[src/hw/rtl/rv32im_instruction_decoder_assert.svh]
// Assertion macros for the RV32IM decoder.
// Expects i_clk and i_rst_n in the scope of the module that uses them.
`ifndef RV32IM_INSTRUCTION_DECODER_ASSERT_SVH
`define RV32IM_INSTRUCTION_DECODER_ASSERT_SVH

// same-cycle implication
`define RV32D_ASSERT_NOW(label, ante, cons) \
    label: assert property (@(posedge i_clk) disable iff (!i_rst_n) (ante) |-> (cons)) \
        else $error("decoder assertion failed");

// next-cycle implication
`define RV32D_ASSERT_NEXT(label, ante, cons) \
    label: assert property (@(posedge i_clk) disable iff (!i_rst_n) (ante) |=> (cons)) \
        else $error("decoder assertion failed");

`endif

[src/hw/rtl/rv32d_pkg.sv]
// Shared types and constants for the RV32IM instruction decoder.
// No dependencies.
package rv32d_pkg;

    localparam logic [6:0] OPC_OP     = 7'h33;
    localparam logic [6:0] OPC_LOAD   = 7'h03;
    localparam logic [6:0] OPC_OPIMM  = 7'h13;
    localparam logic [6:0] OPC_JALR   = 7'h67;
    localparam logic [6:0] OPC_STORE  = 7'h23;
    localparam logic [6:0] OPC_BRANCH = 7'h63;
    localparam logic [6:0] OPC_LUI    = 7'h37;
    localparam logic [6:0] OPC_AUIPC  = 7'h17;
    localparam logic [6:0] OPC_JAL    = 7'h6F;
    localparam logic [6:0] OPC_SYSTEM = 7'h73;

    localparam logic [6:0]  F7_BASE   = 7'h00;
    localparam logic [6:0]  F7_ALT    = 7'h20;
    localparam logic [6:0]  F7_MULDIV = 7'h01;
    localparam logic [31:0] WORD_ECALL = 32'h0000_0073;
    localparam logic [31:0] UPPER_MASK = 32'hFFFF_F000;

    typedef enum logic [5:0] {
        MN_NOP    = 6'd0,
        MN_ADD    = 6'd1,
        MN_SLL    = 6'd2,
        MN_SLT    = 6'd3,
        MN_SLTU   = 6'd4,
        MN_XOR    = 6'd5,
        MN_SRL    = 6'd6,
        MN_OR     = 6'd7,
        MN_AND    = 6'd8,
        MN_SUB    = 6'd9,
        MN_SRA    = 6'd10,
        MN_MUL    = 6'd11,
        MN_MULH   = 6'd12,
        MN_MULHSU = 6'd13,
        MN_MULHU  = 6'd14,
        MN_DIV    = 6'd15,
        MN_DIVU   = 6'd16,
        MN_REM    = 6'd17,
        MN_REMU   = 6'd18,
        MN_LB     = 6'd19,
        MN_LH     = 6'd20,
        MN_LW     = 6'd21,
        MN_LBU    = 6'd22,
        MN_LHU    = 6'd23,
        MN_ADDI   = 6'd24,
        MN_SLTI   = 6'd25,
        MN_SLTIU  = 6'd26,
        MN_XORI   = 6'd27,
        MN_ORI    = 6'd28,
        MN_ANDI   = 6'd29,
        MN_JALR   = 6'd30,
        MN_ECALL  = 6'd31,
        MN_SB     = 6'd32,
        MN_SH     = 6'd33,
        MN_SW     = 6'd34,
        MN_BEQ    = 6'd35,
        MN_BNE    = 6'd36,
        MN_BLT    = 6'd37,
        MN_BGE    = 6'd38,
        MN_BLTU   = 6'd39,
        MN_BGEU   = 6'd40,
        MN_LUI    = 6'd41,
        MN_AUIPC  = 6'd42,
        MN_JAL    = 6'd43
    } t_mnemonic;

    typedef struct packed {
        logic [31:0] instruction_address;
        logic [31:0] instruction_word;
    } t_in_item;

    typedef struct packed {
        t_mnemonic          mnemonic;
        logic               known;
        logic [4:0]         dest_reg;
        logic [4:0]         src1_reg;
        logic [4:0]         src2_reg;
        logic signed [31:0] immediate;
        logic [31:0]        target_address;
    } t_out_item;

endpackage

[src/hw/rtl/rv32im_instruction_decoder.sv]
// Top level of the RV32IM decoder: input register, decode, result register.
// Depends on rv32d_pkg, rv32d_decode and rv32im_instruction_decoder_assert.svh.
//
// Usage:
//   Input channel (i_in_valid, o_in_stall, i_in_data) carries one beat per
//   instruction: its address and 32-bit word. Output channel (o_out_valid,
//   i_out_stall, o_out_data) carries one result beat per input beat, in order.
//   A beat moves on a rising edge with valid high and stall low.
//   Path: an accepted beat waits in the input register, passes the decode
//   logic and is captured in the result register, which drives the output
//   channel.
//   Throughput: one beat per cycle while the receiver does not stall.
//   Stall: a stalled result holds; one more beat may wait in the input
//   register, after which o_in_stall rises until the result is taken.
//   Reset (i_rst_n low, synchronous) empties both registers by clearing
//   their valid flags; the data registers themselves are not reset.
module rv32im_instruction_decoder (
    input  logic                 i_clk,
    input  logic                 i_rst_n,
    input  logic                 i_in_valid,
    output logic                 o_in_stall,
    input  rv32d_pkg::t_in_item  i_in_data,
    output logic                 o_out_valid,
    input  logic                 i_out_stall,
    output rv32d_pkg::t_out_item o_out_data
);

    logic                 r_in_valid;
    logic                 n_in_valid;
    rv32d_pkg::t_in_item  r_in_data;
    logic                 r_out_valid;
    logic                 n_out_valid;
    rv32d_pkg::t_out_item r_out_data;
    rv32d_pkg::t_out_item dec_item;
    logic                 out_load;
    logic                 in_load;
    logic                 out_is_flow;
    logic                 out_tgt_ok;
    logic                 out_clean;

    rv32d_decode u_decode (
        .i_item (r_in_data),
        .o_item (dec_item)
    );

    assign out_load    = !r_out_valid || !i_out_stall;
    assign in_load     = !r_in_valid || out_load;
    assign o_in_stall  = !in_load;
    assign n_out_valid = out_load ? r_in_valid : r_out_valid;
    assign n_in_valid  = in_load ? i_in_valid : r_in_valid;

    always_ff @(posedge i_clk) begin
        if (!i_rst_n) begin
            r_in_valid  <= 1'b0;
            r_out_valid <= 1'b0;
        end else begin
            r_in_valid  <= n_in_valid;
            r_out_valid <= n_out_valid;
        end
    end

    always_ff @(posedge i_clk) begin
        if (in_load) begin
            r_in_data <= i_in_data;
        end
        if (out_load) begin
            r_out_data <= dec_item;
        end
    end

    assign o_out_valid = r_out_valid;
    assign o_out_data  = r_out_data;

    assign out_is_flow = o_out_data.mnemonic inside {
        rv32d_pkg::MN_BEQ, rv32d_pkg::MN_BNE, rv32d_pkg::MN_BLT, rv32d_pkg::MN_BGE,
        rv32d_pkg::MN_BLTU, rv32d_pkg::MN_BGEU, rv32d_pkg::MN_JAL};
    assign out_tgt_ok  = out_is_flow || (o_out_data.target_address == '0);
    assign out_clean   = (o_out_data.mnemonic == rv32d_pkg::MN_NOP) &&
                         (o_out_data.immediate == '0) &&
                         (o_out_data.target_address == '0);

`include "rv32im_instruction_decoder_assert.svh"

    `RV32D_ASSERT_NEXT(a_pending_moves, r_in_valid && !i_out_stall, o_out_valid)
    `RV32D_ASSERT_NOW(a_unknown_clean, o_out_valid && !o_out_data.known, out_clean)
    `RV32D_ASSERT_NOW(a_target_only_flow, o_out_valid, out_tgt_ok)

endmodule

[src/hw/rtl/rv32d_decode.sv]
// Combinational decode of one instruction word into mnemonic, fields,
// immediate and target. Depends on rv32d_pkg.
module rv32d_decode (
    input  rv32d_pkg::t_in_item  i_item,
    output rv32d_pkg::t_out_item o_item
);

    logic [31:0] w;
    logic [31:0] addr;
    logic [6:0]  opc;
    logic [2:0]  f3;
    logic [6:0]  f7;
    logic [31:0] imm_i;
    logic [31:0] imm_s;
    logic [31:0] imm_b;
    logic [31:0] imm_j;
    logic [31:0] sum_b;
    logic [31:0] sum_j;
    rv32d_pkg::t_mnemonic code;
    logic        known;
    logic [31:0] imm;
    logic [31:0] tgt;

    assign w    = i_item.instruction_word;
    assign addr = i_item.instruction_address;
    assign opc  = w[6:0];
    assign f3   = w[14:12];
    assign f7   = w[31:25];

    assign imm_i = {{20{w[31]}}, w[31:20]};
    assign imm_s = {{20{w[31]}}, w[31:25], w[11:7]};
    assign imm_b = {{19{w[31]}}, w[31], w[7], w[30:25], w[11:8], 1'b0};
    assign imm_j = {{11{w[31]}}, w[31], w[19:12], w[20], w[30:21], 1'b0};
    assign sum_b = addr + imm_b;
    assign sum_j = addr + imm_j;

    always_comb begin
        code  = rv32d_pkg::MN_NOP;
        known = 1'b0;
        imm   = '0;
        tgt   = '0;
        unique case (opc)
            rv32d_pkg::OPC_OP: begin
                if (f7 == rv32d_pkg::F7_BASE) begin
                    unique case (f3)
                        3'd0:    code = rv32d_pkg::MN_ADD;
                        3'd1:    code = rv32d_pkg::MN_SLL;
                        3'd2:    code = rv32d_pkg::MN_SLT;
                        3'd3:    code = rv32d_pkg::MN_SLTU;
                        3'd4:    code = rv32d_pkg::MN_XOR;
                        3'd5:    code = rv32d_pkg::MN_SRL;
                        3'd6:    code = rv32d_pkg::MN_OR;
                        default: code = rv32d_pkg::MN_AND;
                    endcase
                end else if (f7 == rv32d_pkg::F7_ALT && f3 == 3'd0) begin
                    code = rv32d_pkg::MN_SUB;
                end else if (f7 == rv32d_pkg::F7_ALT && f3 == 3'd5) begin
                    code = rv32d_pkg::MN_SRA;
                end else if (f7 == rv32d_pkg::F7_MULDIV) begin
                    unique case (f3)
                        3'd0:    code = rv32d_pkg::MN_MUL;
                        3'd1:    code = rv32d_pkg::MN_MULH;
                        3'd2:    code = rv32d_pkg::MN_MULHSU;
                        3'd3:    code = rv32d_pkg::MN_MULHU;
                        3'd4:    code = rv32d_pkg::MN_DIV;
                        3'd5:    code = rv32d_pkg::MN_DIVU;
                        3'd6:    code = rv32d_pkg::MN_REM;
                        default: code = rv32d_pkg::MN_REMU;
                    endcase
                end
                known = (code != rv32d_pkg::MN_NOP);
            end
            rv32d_pkg::OPC_LOAD: begin
                unique case (f3)
                    3'd0:    code = rv32d_pkg::MN_LB;
                    3'd1:    code = rv32d_pkg::MN_LH;
                    3'd2:    code = rv32d_pkg::MN_LW;
                    3'd4:    code = rv32d_pkg::MN_LBU;
                    3'd5:    code = rv32d_pkg::MN_LHU;
                    default: code = rv32d_pkg::MN_NOP;
                endcase
                known = (code != rv32d_pkg::MN_NOP);
                imm   = known ? imm_i : '0;
            end
            rv32d_pkg::OPC_OPIMM: begin
                // shift-immediate forms stay unknown
                unique case (f3)
                    3'd0:    code = rv32d_pkg::MN_ADDI;
                    3'd2:    code = rv32d_pkg::MN_SLTI;
                    3'd3:    code = rv32d_pkg::MN_SLTIU;
                    3'd4:    code = rv32d_pkg::MN_XORI;
                    3'd6:    code = rv32d_pkg::MN_ORI;
                    3'd7:    code = rv32d_pkg::MN_ANDI;
                    default: code = rv32d_pkg::MN_NOP;
                endcase
                known = (code != rv32d_pkg::MN_NOP);
                imm   = known ? imm_i : '0;
            end
            rv32d_pkg::OPC_JALR: begin
                if (f3 == 3'd0) begin
                    code  = rv32d_pkg::MN_JALR;
                    known = 1'b1;
                    imm   = imm_i;
                end
            end
            rv32d_pkg::OPC_SYSTEM: begin
                if (w == rv32d_pkg::WORD_ECALL) begin
                    code  = rv32d_pkg::MN_ECALL;
                    known = 1'b1;
                end
            end
            rv32d_pkg::OPC_STORE: begin
                unique case (f3)
                    3'd0:    code = rv32d_pkg::MN_SB;
                    3'd1:    code = rv32d_pkg::MN_SH;
                    3'd2:    code = rv32d_pkg::MN_SW;
                    default: code = rv32d_pkg::MN_NOP;
                endcase
                known = (code != rv32d_pkg::MN_NOP);
                imm   = known ? imm_s : '0;
            end
            rv32d_pkg::OPC_BRANCH: begin
                unique case (f3)
                    3'd0:    code = rv32d_pkg::MN_BEQ;
                    3'd1:    code = rv32d_pkg::MN_BNE;
                    3'd4:    code = rv32d_pkg::MN_BLT;
                    3'd5:    code = rv32d_pkg::MN_BGE;
                    3'd6:    code = rv32d_pkg::MN_BLTU;
                    3'd7:    code = rv32d_pkg::MN_BGEU;
                    default: code = rv32d_pkg::MN_NOP;
                endcase
                known = (code != rv32d_pkg::MN_NOP);
                imm   = known ? imm_b : '0;
                tgt   = known ? sum_b : '0;
            end
            rv32d_pkg::OPC_LUI: begin
                code  = rv32d_pkg::MN_LUI;
                known = 1'b1;
                imm   = w & rv32d_pkg::UPPER_MASK;
            end
            rv32d_pkg::OPC_AUIPC: begin
                code  = rv32d_pkg::MN_AUIPC;
                known = 1'b1;
                imm   = w & rv32d_pkg::UPPER_MASK;
            end
            rv32d_pkg::OPC_JAL: begin
                code  = rv32d_pkg::MN_JAL;
                known = 1'b1;
                imm   = imm_j;
                tgt   = sum_j;
            end
            default: begin
                // all-zero word is nop
                known = (w == '0);
            end
        endcase
    end

    assign o_item.mnemonic       = code;
    assign o_item.known          = known;
    assign o_item.dest_reg       = w[11:7];
    assign o_item.src1_reg       = w[19:15];
    assign o_item.src2_reg       = w[24:20];
    assign o_item.immediate      = $signed(imm);
    assign o_item.target_address = tgt;

endmodule
[config.mk]
export PLATFORM = sky130hd
export DESIGN_NAME = rv32im_instruction_decoder
export DESIGN_NICKNAME = d
export VERILOG_FILES = /design/src/hw/rtl/rv32d_pkg.sv /design/src/hw/rtl/rv32im_instruction_decoder.sv /design/src/hw/rtl/rv32d_decode.sv
export VERILOG_INCLUDE_DIRS = /design/src /design/src/hw/rtl
export SDC_FILE = /design/constraint.sdc
export NUM_CORES = 1
export LEC_CHECK = 0
export ABC_AREA = 0
export BUFFER_PORTS_ARGS = -buffer_cell sky130_fd_sc_hd__buf_2
export CORE_MARGIN = 2
export CORE_UTILIZATION = 35
export DETAILED_ROUTE_END_ITERATION = 16
export MAX_ROUTING_LAYER = met4
export PLACE_DENSITY = 0.55
export SLEW_MARGIN = 20
export SYNTH_ARGS = -nofsm -noshare
export SYNTH_HDL_FRONTEND = slang
export SYNTH_HIERARCHICAL = 1
export SYNTH_SLANG_ARGS = --single-unit
[constraint.sdc]
create_clock -name i_clk -period 5 [get_ports i_clk]
set_input_delay 0.25 -clock i_clk [delete_from_list [all_inputs] [get_ports i_clk]]
set_output_delay 0.25 -clock i_clk [all_outputs]
set_load 0.005 [all_outputs]
==> run metrics, run 1 <==
Final Hold Vio Count 0; post-synthesis mux area share 0.008129; CP Depth 8; hold slack 0.02888 ns; critical path class reg2reg; Rel. slew slack 0.2561; vias in the first global route 6740; post-synthesis xor/xnor area fraction 0.02596; Post-CTS Setup Bufs 0; worst reg2reg path depth 8; Tcrit/Tclk final 0.6837; # clock sinks 152; Syn Area/Cell 11.16 um^2; top_reg_cell synth edfxtp_1; Synth Area in Adders 0.06589; CTS resizes 0; CTS Buffer Depth 2; measured slew at the worst slew-check pin 1.108 ns; via count 7192; Initial Util 0.3587; hpwl dp 17500 um; setup TNS 0 ns; register area share after synthesis 0.5180; simple-gate share of the synthesized area 0.1393; CP endpoint kind flop; Synth async-reset ratio 0; unrepaired setup endpoints after global routing false; pre-CTS setup slack 1.597 ns; drt drc 0; TritonCTS clock tree yes; chip height 162.3 um; drt total wl 24700 um; Port Buffers 155; Slowest-stage cell, CP edfxtp_1; largest net degree at the start of global routing 45; DR iter-0 viols 719; Root Driver clkbuf_16; Yosys reg bits 152; Critical Path Start r_in_data[31]$_DFFE_PP_; Routed Antenna Nets 0; CTS Hold Bufs 57; pwr dens 312.4 nW/um^2; complex-gate fraction of the synthesized area 0.2065; dominant cells by area after synthesis edfxtp_1 (51%), ha_1 (6.1%), a21o_1 (3.3%), a21oi_1 (2.6%), nand2_1 (2.4%); Setup WS post-layout 1.581 ns; Syn Inst Count 786; Bufs and invs on worst path 0; run status finished clean; IO Count 156; first-pass GRT wire length 37800 um; Yosys cell types 85; chip width 162.3 um; Hold WC Path Type in2reg; post-layout min period 3.419 ns; number of synthesized flops with an enable pin 150; largest family of logic cells by synthesized area compound AO/OA/AOI/OAI gates; Die ar. 26350 um^2; CP required 5.17 ns; syn nets 899; Final Wtd Congestion 0.8746; synth warn 6; RR Startpoint r_in_data[31]$_DFFE_PP_; clk slew on worst S/H paths 0.07 ns; CTS HTree Levels 4; GRT overflow 0; initial antenna violation count 0; TritonRoute pass-1 iters 5; P&R area growth vs syn 24.67%; all-layer global routing usage 0.1933; Largest stage delay, worst path 1.05 ns; Yosys top cell by area edfxtp_1; worst r2r dst o_out_data[27]$_DFFE_PP_; worst setup path end o_out_data[27]$_DFFE_PP_; diode count 0; via/cell ratio 5.490; share of the synthesized area in the top cell type 0.5134; largest delay contributor family on the critical path compound AO/OA/AOI/OAI gates; max_cap viols 0; routed len/inst 18.85 um; crit path cell chain ha_1, a21o_1, a22oi_1, o21ai_0, a211o_1, o21bai_2, o31ai_1, a221o_1; Netlist Area Pre-Place 8773 um^2; Cell Count, Final, Fillers Out 1310; share of cells above drive strength 1 0.2201; worst-path fanout max 22; worst skew pair latency 0.43 ns; Setup Viol. Count Final 0; Overall Power 3.417 mW; Slew Viols, Final 0; fin nets 1086; fmax 0.2925 GHz; critical path startpoint category flop; core area 24460 um^2; dpl cells 1218; CP arrival 3.59 ns; Rows 57; R2R Setup Slk 1.58 ns; Num CTS Buffers 17; Static Leak 4.739 nW; Max Clock Skew 0.01434 ns; Max rail drop VDD 207.4 uV
-- metal layers --
| layer | routed length [um] | vias to the layer above | GRT usage |
|---|---|---|---|
| met5 | 0 | - | - |
| met4 | 344 | 0 | 0.04827 |
| met3 | 1176 | 21 | 0.03498 |
| met2 | 11230 | 241 | 0.2930 |
| met1 | 11940 | 3478 | 0.2694 |
| li1 | - | 3452 | - |
-- state kept, by name (all words and copies together), names as in the netlist --
name,cells
r_in_valid,1
r_in_data,64
o_out_valid,1
o_out_data,86
-- logic make-up after synthesis --
kind of cell / after synthesis
AO/OA/AOI/OAI: 257
XOR/XNOR: 26
adder cells (fa/ha/maj): 45
buffers and inverters: 64
flip-flops: 152
multiplexers: 7
AND/OR/NAND/NOR: 235
-- layout make-up --
cell class                      instances  area, um^2
Clock buffer                           17       425.4
Clock inverter                         15       185.2
Fill cell                            2312       13520
Inverter                               12       45.04
Multi-Input combinational cell        570        3919
Sequential cell                       152        4544
Tap cell                              324       405.4
Timing Repair Buffer                  220        1414
-- power by group --
part	switching (mW)	internal, mW
sequential	0.0636	1.48
clock	0.574	0.758
combinational	0.306	0.240
total	0.944	2.47
-- stage by stage --
step / util / instance area [um^2]
CTS: 0.4459 / 10910
floorplan: - / 8773
finish: 0.4471 / 10940
global placement: 0.3976 / 9727
detailed placement: 0.3976 / 9727
global route: 0.4471 / 10940
-- worst min path at each step --
stage,startpoint,endpoint,slack (ns),depth (start not counted)
finish,i_in_data[9],r_in_data[9]$_DFFE_PP_,0.03,1
global route,i_in_data[9],r_in_data[9]$_DFFE_PP_,0.004,1
floorplan,i_in_data[0],r_in_data[0]$_DFFE_PP_,0.35,0
CTS,i_in_data[30],r_in_data[30]$_DFFE_PP_,0.0008,1
detailed placement,i_in_data[6],r_in_data[6]$_DFFE_PP_,0.43,1
global placement,i_in_data[6],r_in_data[6]$_DFFE_PP_,0.43,1
-- cell usage in the layout, fill, tap and decap left out, drive strengths merged, types with 4 or more instances in the layout --
cell type      n
a221o          4
nand2         57
buf          160
nand4         11
xor2          18
o221ai         4
mux2i          6
o211ai        10
o21ai         42
a31oi         13
o2111ai        5
o21a           7
clkbuf        17
and3          10
xnor2          8
edfxtp       150
nor2          51
a22o           9
a21o          38
a221oi         5
clkinv         6
a211oi        15
ha            43
a22oi          5
inv           18
and2          17
or3            9
nor3          26
o21bai         7
a21oi         47
nor2b          5
nand2b         4
nor4           8
dlygate4sd3   60
a211o          5
nand3         20
o22ai         14
-- synthesized netlist by cell type (5+ instances only) --
library cell,count
edfxtp_1,150
nand2_1,56
nor2_1,50
a21oi_1,46
ha_1,43
o21ai_0,41
a21o_1,38
nor3_1,25
clkbuf_1,21
nand3_1,19
xor2_1,18
buf_4,17
and2_1,15
o22ai_1,14
a211oi_1,12
a31oi_1,12
inv_1,11
nand4_1,11
o211ai_1,10
a22o_1,9
or3_1,9
and3_1,8
buf_2,8
xnor2_1,8
o21a_1,7
mux2i_1,6
nor4_1,6
a211o_1,5
a221oi_1,5
a22oi_1,5
nor2b_1,5
o2111ai_1,5
o21bai_1,5
No activity file was read; power rests on OpenSTA's default activity.
==> inputs of run 2 (changes only) <==
--- a/config.mk
+++ b/config.mk
@@ -6,7 +6,7 @@
 export SDC_FILE = /design/constraint.sdc
 export NUM_CORES = 1
 export LEC_CHECK = 0
-export ABC_AREA = 0
+export ABC_AREA = 1
 export BUFFER_PORTS_ARGS = -buffer_cell sky130_fd_sc_hd__buf_2
 export CORE_MARGIN = 2
 export CORE_UTILIZATION = 35
==> constraint.sdc (replaced) <==
create_clock -name i_clk -period 3.3 [get_ports i_clk]
set_input_delay 0.165 -clock i_clk [delete_from_list [all_inputs] [get_ports i_clk]]
set_output_delay 0.165 -clock i_clk [all_outputs]
set_load 0.005 [all_outputs]
==> run 2 against run 1 <==
Effect of this change: register-to-register slack got worse by 0.89 ns; worst hold slack improved by 0.41 ns; global-route usage grew 2.9 points; non-clock buffer count increased by 13; total power is 58% higher; critical path type unchanged; largest power group unchanged.
==> run metrics, run 2 <==
run status finished clean; Yosys top cell by area edfxtp_1; syn nets 1376 (+53%); Yosys cell types 50 (-41%); share of the synthesized area in the top cell type 0.4552 (-0.05823); area taken by multi-input logic gates 4392 um^2 (+12%); CP required 3.48 ns (-1.69 ns); fin nets 1599 (+47%); drt drc 0 (unchanged); most common cell after layout, fill and taps aside nand2_1; fmax 0.3828 GHz (+31%); setup TNS 0 ns (unchanged); commonest non-fill, non-tap cells in the layout nand2_1 (417), inv_1 (195), buf_2 (155); Die ar. 29630 um^2 (+12%); TritonCTS clock tree yes; chip width 172.1 um (+6.0%); crit path cell chain buf_12, ha_1, nand2_1, nor2_1, inv_1, nor2_1, nand3_1, nand3_1, nand2_1, nand3_1, nand2_1; Routed Antenna Nets 0 (unchanged); Combinational Power Share 0.196 (+0.037); routed len/inst 16.73 um (-11%); critical path class reg2reg; GRT overflow 0 (unchanged); Overall Power 5.415 mW (+58%); Commonest cells post-synth nand2_1 (418), inv_1 (195), edfxtp_1 (150); measured slew at the worst slew-check pin 0.9370 ns (-0.1714 ns); CP endpoint kind flop; hpwl dp 23930 um (+37%); hold slack 0.4371 ns (+0.4082 ns); post-layout min period 2.612 ns (-0.8061 ns); CTS Buffer Depth 2 (unchanged); Netlist Area Pre-Place 9896 um^2 (+13%); Rel. slew slack 0.3753 (+0.1192); largest delay contributor family on the critical path simple AND/OR/NAND/NOR gates; initial antenna violation count 1 (+1); synth warn 6 (unchanged); largest net degree at the start of global routing 66 (+47%); clk slew on worst S/H paths 0.07 ns (about the same); Net Sw Frac 0.3060 (+0.02992); share of cells above drive strength 1 0.1694 (-0.05063); CTS resizes 0 (unchanged); Static Leak 6.273 nW (+32%); pre-CTS setup slack 0.6876 ns (-0.9091 ns); vias in the first global route 8739 (+30%); Final Instance Area 12350 um^2 (+13%); critical path startpoint category flop; Setup Viol. Count Final 0 (unchanged); Port Buffers 155 (unchanged); Placement Cell Area 11070 um^2 (+14%); CP Depth 11 (+3); Hold WC Path Type in2reg; unrepaired setup endpoints after global routing false; Rows 61 (+7.0%); number of synthesized flops with an enable pin 150 (unchanged); dominant cells by area after synthesis edfxtp_1 (46%), nand2_1 (16%), inv_1 (7.4%), nand3_1 (5.6%), ha_1 (5.4%); Tcrit/Tclk final 0.7916 (+0.1079); Hold Path Stages 2 (+1); sequential share of power 0.421 (-0.029); Largest stage delay, worst path 0.57 ns (-0.48 ns); Post-CTS Setup Bufs 0 (unchanged); Cell Count, Final, Fillers Out 1878 (+43%); Synth async-reset ratio 0 (unchanged); worst skew pair latency 0.43 ns (about the same); DR iter-0 viols 647 (-10%); Initial Util 0.3562 (-0.002455); Final Util 0.4447 (-0.002443); chip height 172.1 um (+6.0%); CTS HTree Levels 4 (unchanged); first-pass GRT wire length 48110 um (+27%); dpl cells 1778 (+46%); worst reg2reg path depth 11 (+3); Pint 3.758 mW (+52%); IO Count 156 (unchanged); via/cell ratio 4.871 (-11%); via count 9147 (+27%); pwr dens 438.3 nW/um^2 (+40%); all-layer global routing usage 0.2224 (+0.02913); # clock sinks 152 (unchanged); drt total wl 31430 um (+27%); max FFs per register 86 (unchanged); Setup WS post-layout 0.6876 ns (-0.8939 ns); Yosys reg bits 152 (unchanged); P&R area growth vs syn 24.84%; top_reg_cell synth edfxtp_1; register area share after synthesis 0.4592 (-0.05875); fill cell count 2833 (+23%); Max rail drop VDD 287.3 uV (+39%); Syn Area/Cell 7.835 um^2 (-30%); Root Driver clkbuf_16; Max Clock Skew 0.01244 ns (-0.001906 ns); TritonRoute pass-1 iters 6 (+1); CTS Hold Bufs 67 (+18%); Slowest-stage cell, CP edfxtp_1; max_cap viols 0 (unchanged); worst-path fanout max 12 (-45%); core area 27780 um^2 (+14%); Final Hold Vio Count 0 (unchanged); Syn Inst Count 1263 (+61%); Bufs and invs on worst path 2 (+2); NetSw 1.657 mW (+76%); FF+latch area 4544 um^2 (unchanged); CP arrival 2.79 ns (-0.80 ns); Num CTS Buffers 17 (unchanged); most frequent cell after synthesis nand2_1; Slew Viols, Final 0 (unchanged); clock share of power 0.383 (-0.007); Final Wtd Congestion 0.9293 (+6.3%)
## run 2: cell types whose count changed in the layout (fill, tap and decap cells not counted), moves of 17 or more
cell	before	now
nand3_1	19	110
a21o_1	38	1
inv_1	10	195
xor2_1	18	1
nor2_1	50	102
nand2_1	55	417
## run 2: cells by family after synthesis
family | after synthesis | synth area share
DFF | 152 | 0.4592
xor gates and xnor gates | 7 | 0.006196
and+or+nand+nor | 706 | 0.3060
buffers and inverters | 235 | 0.09849
AOI/OAI and AO/OA | 118 | 0.07169
adders and majority gates | 45 | 0.05842
## run 2: worst reg2reg max path, cell delays in order (launching register included)
cell and delay, ns:
edfxtp_1 0.57, buf_12 0.24, ha_1 0.45, nand2_1 0.20, nor2_1 0.17, inv_1 0.11
nor2_1 0.16, nand3_1 0.16, nand3_1 0.12, nand2_1 0.05, nand3_1 0.08, nand2_1 0.05
## run 2: power groups by stage
stage	Sequential (mW)	Clock (mW)	Combinational [mW]
after floorplan	2.32	0	0.656
after global placement	2.32	0	0.977
after detailed placement	2.32	0	0.982
after CTS	2.28	2.13	1.05
after global routing	2.29	2.20	1.19
final	2.28	2.07	1.06
## run 2: routing by layer
metal  global-route usage  wire, um
met1               0.3039     15130
met2               0.3543     14520
met3              0.02564      1328
met4              0.05517       444
met5                    -         0
## run 2: area by class of cell
type / instances / share of cell area
Sequential cell: 152 / 0.3678
Multi-Input combinational cell: 876 / 0.3555
Timing Repair Buffer: 233 / 0.1258
Inverter: 206 / 0.06259
Tap cell: 378 / 0.03828
Clock buffer: 18 / 0.03474
Clock inverter: 14 / 0.01509
Antenna cell: 1 / 0.0002026
## run 2: final timing paths
| kind | start | slack, ns | to |
|---|---|---|---|
| worst max-delay path | r_in_data[31]$_DFFE_PP_ | 0.69 | o_out_data[24]$_DFFE_PP_ |
| worst max register to register | r_in_data[31]$_DFFE_PP_ | 0.69 | o_out_data[24]$_DFFE_PP_ |
| worst min register to register | r_in_valid$_SDFFE_PN0P_ | 0.49 | o_out_valid$_SDFFE_PN0P_ |
| worst min-delay path | i_in_data[39] | 0.44 | r_in_data[39]$_DFFE_PP_ |
==> inputs of run 3 (changes only) <==
--- a/config.mk
+++ b/config.mk
@@ -6,7 +6,7 @@
 export SDC_FILE = /design/constraint.sdc
 export NUM_CORES = 1
 export LEC_CHECK = 0
-export ABC_AREA = 1
+export ABC_AREA = 0
 export BUFFER_PORTS_ARGS = -buffer_cell sky130_fd_sc_hd__buf_2
 export CORE_MARGIN = 2
 export CORE_UTILIZATION = 35
==> constraint.sdc (replaced) <==
create_clock -name i_clk -period 2.6 [get_ports i_clk]
set_input_delay 0.13 -clock i_clk [delete_from_list [all_inputs] [get_ports i_clk]]
set_output_delay 0.13 -clock i_clk [all_outputs]
set_load 0.005 [all_outputs]
==> run 3 against run 2 <==
Effect of this change: the flow now finishes with violations (setup timing); fmax is 7.0% lower; clock skew is 0.0039 ns higher; global-route usage is 0.80 points lower; final cell count is 21% lower; clock power is 21% higher; count of clock-buffer cells in the layout is 1 lower; critical endpoint is now o_out_data[27]$_DFFE_PP_; highest routed layer unchanged.
==> run metrics, run 3 (synthesized netlist as in run 1, its figures left out) <==
Largest stage delay, worst path 0.53 ns (-0.04 ns); P&R area growth vs syn 49.24%; routed len/inst 18.44 um (+10%); TritonCTS clock tree yes; Max Clock Skew 0.01631 ns (+0.003869 ns); Setup WS post-layout -0.2090 ns (-0.8965 ns); worst skew pair latency 0.43 ns (about the same); Setup Viol. Count Final 14 (+14); Rel. slew slack 0.6871 (+0.3117); CTS Buffer Depth 2 (unchanged); Hold WC Path Type in2reg; IO Count 156 (unchanged); post-layout min period 2.809 ns (+0.1965 ns); Num CTS Buffers 17 (unchanged); via count 7864 (-14%); CP endpoint kind flop; CP arrival 3.10 ns (+0.31 ns); Routed Antenna Nets 0 (unchanged); max FFs per register 86 (unchanged); Slowest-stage cell, CP or4b_1; DR iter-0 viols 737 (+14%); vias in the first global route 7744 (-11%); worst-path fanout max 4 (-8); Initial Util 0.3587 (+0.002455); failing checks setup timing; GRT overflow 0 (unchanged); Final Instance Area 13090 um^2 (+6.0%); Rows 57 (-6.6%); initial antenna violation count 0 (-1); chip width 162.3 um (-5.7%); pre-CTS setup slack -0.3721 ns (-1.060 ns); first-pass GRT wire length 42030 um (-13%); hpwl dp 19450 um (-19%); # clock sinks 152 (unchanged); Tcrit/Tclk final 1.080 (+0.2887); all-layer global routing usage 0.2145 (-0.007956); Final Wtd Congestion 0.8741 (-5.9%); via/cell ratio 5.285 (+8.5%); crit path cell chain ha_4, fa_2, a21o_1, and4_4, nor4_4, buf_4, nor3_4, or4b_1, o31ai_1, a221o_1; Cell Count, Final, Fillers Out 1488 (-21%); drt drc 0 (unchanged); Slew Viols, Final 0 (unchanged); share of cells above drive strength 1 0.4038 (+0.2343); critical path startpoint category flop; core area 24460 um^2 (-12%); diode count 0 (-1); Root Driver clkbuf_16; fmax 0.3560 GHz (-7.0%); drt total wl 27430 um (-13%); Placement Cell Area 10950 um^2 (-1.1%); TritonRoute pass-1 iters 5 (-1); Die ar. 26350 um^2 (-11%); Static Leak 5.732 nW (-8.6%); dpl cells 1369 (-23%); pwr dens 540.3 nW/um^2 (+23%); measured slew at the worst slew-check pin 0.4684 ns (-0.4686 ns); most common cell after layout, fill and taps aside buf_4; Max rail drop VDD 408.3 uV (+42%); chip height 162.3 um (-5.7%); largest net degree at the start of global routing 65 (-1.5%); fin nets 1264 (-21%); run status finished with violations; Final Hold Vio Count 0 (unchanged); CP required 2.89 ns (-0.59 ns); unrepaired setup endpoints after global routing true; clk slew on worst S/H paths 0.08 ns (about the same); CTS HTree Levels 4 (unchanged); Overall Power 7.074 mW (+31%); max_cap viols 0 (unchanged); critical path class reg2reg; commonest non-fill, non-tap cells in the layout buf_4 (157), buf_2 (155), edfxtp_1 (150); Port Buffers 155 (unchanged)
run 3: cell types whose count changed in the layout (fill, tap and decap cells not counted), sizes merged, moves of 10 or more:
cell,change
nand2,-372
inv,-192
and2,+17
a31oi,+10
a211oi,+14
nor3,+13
a21o,+37
nor2,-62
buf,+164
xor2,+17
nand4,-11
nand3,-96
run 3: timing repair:
action                                 CTS  global route
gates resized for setup                 82            46
hold buffers                            68             0
setup endpoints to repair               21            21
endpoints found under the hold margin   66             0
gates cloned                             1             0
buffers inserted                        11             7
pin swaps                               42            33
run 3: worst paths after layout:
path / start / endpoint / slack, ns / depth (start not counted)
worst max-delay path: r_in_data[33]$_DFFE_PP_ / o_out_data[27]$_DFFE_PP_ / -0.21 / 10
worst min register to register: r_in_data[32]$_DFFE_PP_ / o_out_data[0]$_DFFE_PP_ / 0.54 / 1
worst min-delay path: i_out_stall / o_out_data[81]$_DFFE_PP_ / 0.21 / 2
worst max register to register: r_in_data[33]$_DFFE_PP_ / o_out_data[27]$_DFFE_PP_ / -0.21 / 10
run 3: through the flow:
stage,utilization,TNS (ns),hold WS [ns]
finish,0.5353,-1.472,0.2142
global route,0.5353,-3.200,0.2305
CTS,0.5227,-0.7770,0.2047
detailed placement,0.4475,-3.929,0.3081
global placement,0.4475,-3.020,0.3068
floorplan,-,-0.6749,0.2289
run 3: cell type report:
type                            count  area (um^2)
Inverter                           12        45.04
Sequential cell                   152         4544
Timing Repair Buffer              398         2893
Tap cell                          324        405.4
Clock buffer                       17        425.4
Clock inverter                     15        172.7
Multi-Input combinational cell    570         4608
Fill cell                        2142        11370
run 3: worst max-delay path, delay by kind of cell, from the launching register on:
kind	cells	cell delay, ns
AND/OR/NAND/NOR	4	1.05
flip-flops	1	0.44
buffers and inverters	1	0.19
AO/OA/AOI/OAI	3	0.45
adder cells (fa/ha/maj)	2	0.54
run 3: routing by layer:
layer | wire [um] | vias up | track usage
met4 | 461 | 0 | 0.06476
met2 | 12890 | 280 | 0.3342
met3 | 1601 | 32 | 0.03703
li1 | - | 3798 | -
met1 | 12480 | 3754 | 0.2879
met5 | 0 | - | -
run 3: where the power goes:
| part | internal (mW) | switching [mW] |
|---|---|---|
| sequential | 2.84 | 0.0786 |
| combinational | 0.846 | 0.815 |
| clock | 1.30 | 1.20 |
